$ cat src/rtl/lru_page_replacement_assert.svh
// Assertion macros for the LRU page replacement block.
// Depends on nothing; included by the top level, which supplies clk and rst.
`ifndef LRU_PAGE_REPLACEMENT_ASSERT_SVH
`define LRU_PAGE_REPLACEMENT_ASSERT_SVH

`ifndef NO_ASSERTIONS
// Checked outside reset.
`define LRUPR_ASSERT(lbl, prop, msg) \
  lbl: assert property (@(posedge clk) disable iff (rst) prop) else $error(msg);
// Checked at every edge, reset included.
`define LRUPR_ASSERT_ALWAYS(lbl, prop, msg) \
  lbl: assert property (@(posedge clk) prop) else $error(msg);
`else
`define LRUPR_ASSERT(lbl, prop, msg)
`define LRUPR_ASSERT_ALWAYS(lbl, prop, msg)
`endif

`endif

$ cat src/rtl/lrupr_pkg.sv
// Shared types and constants for the LRU page replacement block.
// No dependencies.
package lrupr_pkg;

  localparam int MAX_FRAMES = 16;
  localparam int PAGE_BITS  = 16;
  localparam int IDX_W      = $clog2(MAX_FRAMES);
  localparam int CNT_W      = $clog2(MAX_FRAMES + 1);
  localparam int CFG_W      = 5;
  localparam int FAULT_W    = 32;
  localparam int ADDR_W     = 3;

  // register index of frames_in_use
  localparam logic [0:0] REG_FRAMES = 1'b0;
  localparam logic [CFG_W-1:0] FRAMES_RESET = CFG_W'(MAX_FRAMES);

  typedef enum logic {
    ST_IDLE,
    ST_UPDATE
  } state_t;

  typedef struct packed {
    logic load;    // latch the reference and its match vector
    logic commit;  // update stack and write the result register
  } ctrl_cmd_t;

  typedef struct packed {
    logic rsp_busy;  // result register full and stalled
  } dp_status_t;

endpackage

$ cat src/rtl/lrupr_ctrl.sv
// Controller for the LRU page replacement block: two-state sequencer.
// Depends on lrupr_pkg.
module lrupr_ctrl
  import lrupr_pkg::*;
(
  input  logic       clk,
  input  logic       rst,
  input  logic       req_valid,
  output logic       req_stall,
  input  dp_status_t status,
  output ctrl_cmd_t  cmd
);

  state_t state;
  state_t state_next;

  always_ff @(posedge clk) begin
    if (rst) begin
      state <= ST_IDLE;
    end else begin
      state <= state_next;
    end
  end

  always_comb begin
    state_next = state;
    unique case (state)
      ST_IDLE: begin
        if (req_valid) begin
          state_next = ST_UPDATE;
        end
      end
      ST_UPDATE: begin
        if (!status.rsp_busy) begin
          state_next = ST_IDLE;
        end
      end
      default: state_next = ST_IDLE;
    endcase
  end

  always_comb begin
    cmd       = '0;
    req_stall = 1'b1;
    unique case (state)
      ST_IDLE: begin
        // no transfer is taken while in reset
        req_stall = rst;
        cmd.load  = req_valid && !rst;
      end
      ST_UPDATE: begin
        cmd.commit = !status.rsp_busy;
      end
      default: begin
        req_stall = 1'b1;
      end
    endcase
  end

endmodule

$ cat src/rtl/lrupr_dp.sv
// Datapath for the LRU page replacement block: recency stack, match,
// fault counter and result register. Depends on lrupr_pkg.
module lrupr_dp
  import lrupr_pkg::*;
(
  input  logic                 clk,
  input  logic                 rst,
  input  ctrl_cmd_t            cmd,
  output dp_status_t           status,
  input  logic [CFG_W-1:0]     frames_in_use,
  input  logic [PAGE_BITS-1:0] page_number,
  input  logic                 last_reference,
  output logic                 rsp_valid,
  input  logic                 rsp_stall,
  output logic                 page_fault,
  output logic                 evicted_valid,
  output logic [15:0]          evicted_page,
  output logic [FAULT_W-1:0]   fault_total,
  output logic                 string_done
);

  logic [PAGE_BITS-1:0] stack [MAX_FRAMES];  // entry 0 is LRU
  logic [CNT_W-1:0]     count;
  logic [FAULT_W-1:0]   faults;

  logic [PAGE_BITS-1:0] item_page;
  logic                 item_last;
  logic [MAX_FRAMES-1:0] hit_vec;

  logic [CNT_W-1:0]   cap;
  logic               hit;
  logic [IDX_W-1:0]   hit_pos;
  logic               evict;
  logic               do_shift;
  logic [CNT_W-1:0]   shift_from;
  logic [CNT_W-1:0]   wr_pos;
  logic [CNT_W-1:0]   count_next;
  logic [FAULT_W-1:0] faults_next;

  // clamp capacity to 1..MAX_FRAMES
  always_comb begin
    cap = CNT_W'(frames_in_use);
    if (frames_in_use == '0) begin
      cap = CNT_W'(1);
    end else if (CNT_W'(frames_in_use) > CNT_W'(MAX_FRAMES)) begin
      cap = CNT_W'(MAX_FRAMES);
    end
  end

  always_comb begin
    hit     = |hit_vec;
    hit_pos = '0;
    for (int i = MAX_FRAMES - 1; i >= 0; i--) begin
      if (hit_vec[i]) begin
        hit_pos = IDX_W'(i);
      end
    end
    evict      = !hit && (count >= cap);
    do_shift   = hit || evict;
    shift_from = hit ? CNT_W'(hit_pos) : '0;
    wr_pos     = do_shift ? count - CNT_W'(1) : count;
    count_next = (!hit && !evict) ? count + CNT_W'(1) : count;
    faults_next = faults;
    if (!hit && (faults != '1)) begin
      faults_next = faults + FAULT_W'(1);
    end
  end

  // reference latch and tag match against live entries
  always_ff @(posedge clk) begin
    if (cmd.load) begin
      item_page <= page_number;
      item_last <= last_reference;
      for (int i = 0; i < MAX_FRAMES; i++) begin
        hit_vec[i] <= (stack[i] == page_number) && (CNT_W'(i) < count);
      end
    end
  end

  // stack shift; entries at or above count are never read
  always_ff @(posedge clk) begin
    if (cmd.commit) begin
      for (int i = 0; i < MAX_FRAMES; i++) begin
        if (CNT_W'(i) == wr_pos) begin
          stack[i] <= item_page;
        end else if (i < MAX_FRAMES - 1) begin
          if (do_shift && (CNT_W'(i) >= shift_from) && (CNT_W'(i) < wr_pos)) begin
            stack[i] <= stack[i + 1];
          end
        end
      end
    end
  end

  always_ff @(posedge clk) begin
    if (rst) begin
      count  <= '0;
      faults <= '0;
    end else if (cmd.commit) begin
      count  <= item_last ? '0 : count_next;
      faults <= item_last ? '0 : faults_next;
    end
  end

  // result register
  always_ff @(posedge clk) begin
    if (rst) begin
      rsp_valid <= 1'b0;
    end else if (cmd.commit) begin
      rsp_valid <= 1'b1;
    end else if (!rsp_stall) begin
      rsp_valid <= 1'b0;
    end
  end

  always_ff @(posedge clk) begin
    if (cmd.commit) begin
      page_fault    <= !hit;
      evicted_valid <= evict;
      evicted_page  <= evict ? 16'(stack[0]) : '0;
      fault_total   <= faults_next;
      string_done   <= item_last;
    end
  end

  assign status.rsp_busy = rsp_valid && rsp_stall;

endmodule

$ cat src/rtl/lru_page_replacement.sv
// Top level of the LRU page replacement block: APB register, controller
// and datapath. Depends on lrupr_pkg, lrupr_ctrl, lrupr_dp and the assert header.
//
//  channel   direction  handshake             payload
//  req       in         req_valid/req_stall   page_number, last_reference
//  rsp       out        rsp_valid/rsp_stall   page_fault, evicted_valid,
//                                             evicted_page, fault_total, string_done
//  apb       in         psel/penable/pready   paddr, pwdata, prdata
//
// For each reference, the accepting edge latches the page and the 16-way tag
// match against the live stack; the commit in the update state shifts the recency
// stack and loads the result register. A new reference waits for that commit.
// The result register holds a finished result while the next reference is taken;
// a commit waits only while that register is full and stalled.
// Reset (rst, synchronous) empties the stack and zeros the fault count;
// frames_in_use returns to 16. A reference marked last clears both again.
`include "lru_page_replacement_assert.svh"

module lru_page_replacement
  import lrupr_pkg::*;
(
  input  logic                 clk,
  input  logic                 rst,
  // reference in
  input  logic                 req_valid,
  output logic                 req_stall,
  input  logic [PAGE_BITS-1:0] page_number,
  input  logic                 last_reference,
  // result out
  output logic                 rsp_valid,
  input  logic                 rsp_stall,
  output logic                 page_fault,
  output logic                 evicted_valid,
  output logic [15:0]          evicted_page,
  output logic [FAULT_W-1:0]   fault_total,
  output logic                 string_done,
  // configuration
  input  logic                 psel,
  input  logic                 penable,
  input  logic                 pwrite,
  input  logic [ADDR_W-1:0]    paddr,
  input  logic [31:0]          pwdata,
  output logic [31:0]          prdata,
  output logic                 pready
);

  logic [CFG_W-1:0] frames_in_use;
  logic             cfg_write;
  logic             cfg_hit;
  ctrl_cmd_t        cmd;
  dp_status_t       status;

  assign pready    = 1'b1;
  // word decode; address bits below the word are ignored
  assign cfg_hit   = (paddr[ADDR_W-1:2] == REG_FRAMES);
  assign cfg_write = psel && penable && pwrite && pready && cfg_hit;

  always_ff @(posedge clk) begin
    if (rst) begin
      frames_in_use <= FRAMES_RESET;
    end else if (cfg_write) begin
      frames_in_use <= pwdata[CFG_W-1:0];
    end
  end

  assign prdata = cfg_hit ? {{(32 - CFG_W){1'b0}}, frames_in_use} : '0;

  lrupr_ctrl u_ctrl (
    .clk       (clk),
    .rst       (rst),
    .req_valid (req_valid),
    .req_stall (req_stall),
    .status    (status),
    .cmd       (cmd)
  );

  lrupr_dp u_dp (
    .clk            (clk),
    .rst            (rst),
    .cmd            (cmd),
    .status         (status),
    .frames_in_use  (frames_in_use),
    .page_number    (page_number),
    .last_reference (last_reference),
    .rsp_valid      (rsp_valid),
    .rsp_stall      (rsp_stall),
    .page_fault     (page_fault),
    .evicted_valid  (evicted_valid),
    .evicted_page   (evicted_page),
    .fault_total    (fault_total),
    .string_done    (string_done)
  );

  // a transfer in is followed by the update cycle, which takes nothing new
  `LRUPR_ASSERT(a_update_blocks, (req_valid && !req_stall) |=> req_stall, "accept during update")
  // a hit never evicts
  `LRUPR_ASSERT(a_hit_no_evict, (rsp_valid && !page_fault) |-> !evicted_valid, "hit with eviction")
  // no eviction reports page zero
  `LRUPR_ASSERT(a_evict_zero, (rsp_valid && !evicted_valid) |-> (evicted_page == '0), "stray page")
  // reset empties the result register
  `LRUPR_ASSERT_ALWAYS(a_rst_empty, rst |=> !rsp_valid, "result valid after reset")

endmodule
$ cat config.mk
export PLATFORM = sky130hd
export DESIGN_NAME = lru_page_replacement
export DESIGN_NICKNAME = d
export VERILOG_FILES = /design/src/rtl/lrupr_pkg.sv /design/src/rtl/lrupr_ctrl.sv /design/src/rtl/lrupr_dp.sv /design/src/rtl/lru_page_replacement.sv
export VERILOG_INCLUDE_DIRS = /design/src /design/src/rtl
export SDC_FILE = /design/constraint.sdc
export NUM_CORES = 1
export LEC_CHECK = 0
export BUFFER_PORTS_ARGS = -buffer_cell sky130_fd_sc_hd__clkbuf_2
export CORE_MARGIN = 4
export CORE_UTILIZATION = 54
export DETAILED_ROUTE_END_ITERATION = 7
export MAX_ROUTING_LAYER = met4
export PLACE_DENSITY = 0.69
export SKIP_LAST_GASP = 1
export SLEW_MARGIN = 20
export SYNTH_ARGS = -nofsm -noshare
export SYNTH_HDL_FRONTEND = slang
export SYNTH_SLANG_ARGS = --single-unit
export TNS_END_PERCENT = 20
$ cat constraint.sdc
create_clock -name clk -period 7.3 [get_ports clk]
set_clock_uncertainty 0.15 [all_clocks]
set_input_delay 0.365 -clock clk [delete_from_list [all_inputs] [get_ports clk]]
set_output_delay 0.365 -clock clk [all_outputs]
set_load 0.02 [all_outputs]
==> results.md <==
- Synthesis-to-finish area growth: 9.76%
- IR drop worst, VDD: 172 uV
- Skew-Pair Late Insertion Delay: 0.56 ns
- CTS Sinks: 384
- Multiplexer share of the synthesized area: 14.1%
- Hold Vio Cnt, Final: 0
- Compound-Gate Fraction of Synth Area: 5.97%
- Initial antenna violation count: 5
- Syn Inst Count: 1,607
- Slew @ Worst Pin: 1.08 ns
- Wire per inst: 23.8 um
- Kind of critical path: reg -> reg
- Final Setup Violations: 0
- Clk slew on worst S/H paths: 0.06 ns
- Die extent in y: 204 um
- Antenna diodes: 0
- Routed via count: 13,182
- Multi-input logic area: 8860 um2
- Clock buffer depth: 3
- Critical path endpoint category: flip-flop
- DP HPWL: 34.5 mm
- Final net count: 1,724
- Core area: 37,700 um2
- Post-synth top area cell: edfxtp_1
- Routed Antenna Nets: 0
- Relative slew slack: 27.8%
- Setup tns final: 0 ns
- First-pass GRT wire length: 79.5 mm
- Largest family of logic cells by synthesized area: multiplexers
- PwrDens: 225 nW/um2
- Min Tclk post-route: 4.62 ns
- Inst Count DP: 2,114
- Top-area cell type share of the netlist area: 49.4%
- Leakage: 7.93 nW
- 1st-pass router iterations: 5
- # rows: 71
- IO Port Bufs: 87
- Arr. time, crit path: 4.72 ns
- FF+latch area: 11,100 um2
- Status: finished, final reports clean
- Period Utilization, post-route: 63.3%
- Number of global-route vias before repair: 12,841
- Cell Count, Final, Fillers Out: 2,198
- GRT overflow: 0
- Yosys warns: 0
- Max-slew violations: 0
- Count of different cell masters after synthesis: 77
- Die X: 204 um
- Filler Cells Inserted: 2,955
- Mean Syn Cell Area: 12.8 um2
- Worst setup SP type: flip-flop
- Largest net degree at the start of global routing: 63
- Boundary Pins: 145
- Share of layout cells above drive strength 1: 23.9%
- Util after Layout: 60.2%
- Post-synthesis xor/xnor area fraction: 12.3%
- CP required: 7.40 ns
- Initial DRC Count: 1,093
- Seq cells post-synth: 384
- Via/cell ratio: 6.00
- Post-synthesis adder-cell area fraction: 0.545%
- EDFF count, synth: 340
- CTS Buf Count: 42
- Post-CTS setup buffer count: 0
- Asr flop ratio synth: 0%
- Seq/Total Area, Yosys: 53.7%
- Top_reg_cell synth: edfxtp_1
- Clk root buf: clkbuf_16
- Final WL: 52.3 mm
- CP max FO: 23
- Initial Util: 54.8%
- CTS tree: built
- RSZ-0062 raised after global routing: false
- Post-Syn Area: 20,600 um2
- Hold Path Class: in -> reg
- Synth Area in Simple Gates: 9.42%
- GPL Wtd Cong: 0.930
- Synth area leaders: edfxtp_1 49%, mux2_2 8.9%, xor2_1 7.8%
- H-tree depth: 2
- GRT Resource Usage Total: 25.9%
- Max-Cap Viols: 0
- Remaining DRCs: 0
- Fmax: 216 MHz
- Die ar.: 41,400 um2
-- repair_timing --
action                                  CTS  global route
gates resized for setup                   0             0
endpoints found under the hold margin     8             0
hold buffers                              9             0
endpoints found under the setup margin    0             0
-- cells in the final DEF, fill, tap and decap left out, drive strengths merged, types with 6 or more instances in the layout --
| cell | count |
|---|---|
| a211oi | 7 |
| a21oi | 55 |
| a31oi | 23 |
| and2 | 20 |
| and3 | 14 |
| buf | 21 |
| clkbuf | 139 |
| clkinv | 18 |
| conb | 28 |
| dfxtp | 44 |
| dlygate4sd3 | 9 |
| edfxtp | 340 |
| ha | 9 |
| inv | 16 |
| mux2 | 241 |
| mux2i | 6 |
| nand2 | 49 |
| nand2b | 11 |
| nand3 | 34 |
| nand4 | 36 |
| nor2 | 58 |
| nor2b | 8 |
| nor3 | 23 |
| nor4 | 54 |
| o21ai | 46 |
| o21bai | 8 |
| or3 | 19 |
| xnor2 | 105 |
| xor2 | 185 |
-- sequential cells by signal (all words and copies together), names as in the netlist, 5 cells and up --
register	count
u_dp.stack	256
u_dp.item_page	16
u_dp.hit_vec	16
u_dp.faults	32
frames_in_use	5
u_dp.evicted_page	16
u_dp.fault_total	32
u_dp.count	5
-- logic make-up (layout without fill, tap and decap cells) --
family	count (synthesis)	in the layout
AO/OA/AOI/OAI	176	176
XOR/XNOR	290	290
multiplexers	247	247
adder cells (fa/ha/maj)	9	9
buffers and inverters	154	208
other	2	28
AND/OR/NAND/NOR	345	345
flip-flops	384	384
-- power breakdown --
group | total [W] | switching [W] | internal (W) | leakage (nW)
Sequential | 0.00258 | 0.0000853 | 0.00249 | 3.50
Clock | 0.00206 | 0.000849 | 0.00121 | 0.654
Combinational | 0.000457 | 0.000261 | 0.000196 | 3.77
Total | 0.00510 | 0.00119 | 0.00390 | 7.93
-- stage by stage --
| step | worst slack [ns] | hold slack, ns | area [um2] | total power [W] |
|---|---|---|---|---|
| final | 2.68 | 0.215 | 22700 | 0.00510 |
| after global routing | 2.43 | 0.227 | 22700 | 0.00526 |
| after CTS | 2.76 | 0.180 | 22700 | 0.00513 |
| after detailed placement | 2.77 | 0.348 | 21200 | 0.00307 |
| after global placement | 2.83 | 0.328 | 21200 | 0.00306 |
| after floorplan | 3.00 | 0.289 | 20700 | 0.00295 |
-- path summary, 6_finish.rpt --
kind                            slack (ns)                       endpoint                          from  cells past startpoint
worst min-delay path                  0.22  frames_in_use[4]$_SDFFE_PP1P_                        pwrite                      4
worst min register to register        0.36   u_dp.faults[13]$_SDFFE_PP0P_  u_dp.faults[13]$_SDFFE_PP0P_                      2
worst max-delay path                  2.68    u_dp.stack[1][17]$_DFFE_PP_    u_dp.count[2]$_SDFFE_PP0P_                      9
worst max register to register        2.68    u_dp.stack[1][17]$_DFFE_PP_    u_dp.count[2]$_SDFFE_PP0P_                      9
-- cells in the mapped netlist (4+ instances only) --
cell,n
edfxtp_1,340
xor2_1,185
mux2_2,164
xnor2_1,105
clkbuf_1,73
nor2_1,57
a21oi_1,52
nor4_1,49
nand2_1,47
dfxtp_1,44
o21ai_0,43
mux2_1,41
mux2_4,36
nand4_1,35
buf_4,34
nand3_1,34
nor3_1,21
a31oi_1,20
and2_1,18
or3_1,18
inv_1,15
and3_1,14
buf_2,12
buf_6,12
nand2b_1,11
ha_1,9
nor2b_1,8
o21bai_1,8
buf_1,7
a211oi_1,6
mux2i_1,6
or2_2,5
or4_1,5
and4_1,4
o31a_1,4
-- critical path, cell delays in order (launching register included) --
cell and delay, ns:
dfxtp_1 0.91, ha_1 0.39, a21oi_1 0.14, o21ai_1 0.14
a311o_1 0.62, and3_1 0.29, nor3_2 0.34, o31a_1 0.85
o21bai_1 0.22, buf_4 0.25
-- metal layers --
layer	global-route usage (%)	wire length, um
met4	7.47	1500
met1	36.3	22800
met3	4.42	4140
met2	39.5	23900
met5	-	0
-- layout make-up --
type | count | share of cell area (%)
repair buffers | 117 | 3.01
flip-flops and latches | 384 | 48.9
clock buffers | 52 | 5.03
multi-input cells | 1095 | 39.1
clock inverters | 23 | 0.850
inverters | 16 | 0.265
well taps | 511 | 2.82
Note: power is estimated with default switching activity, not from simulation.
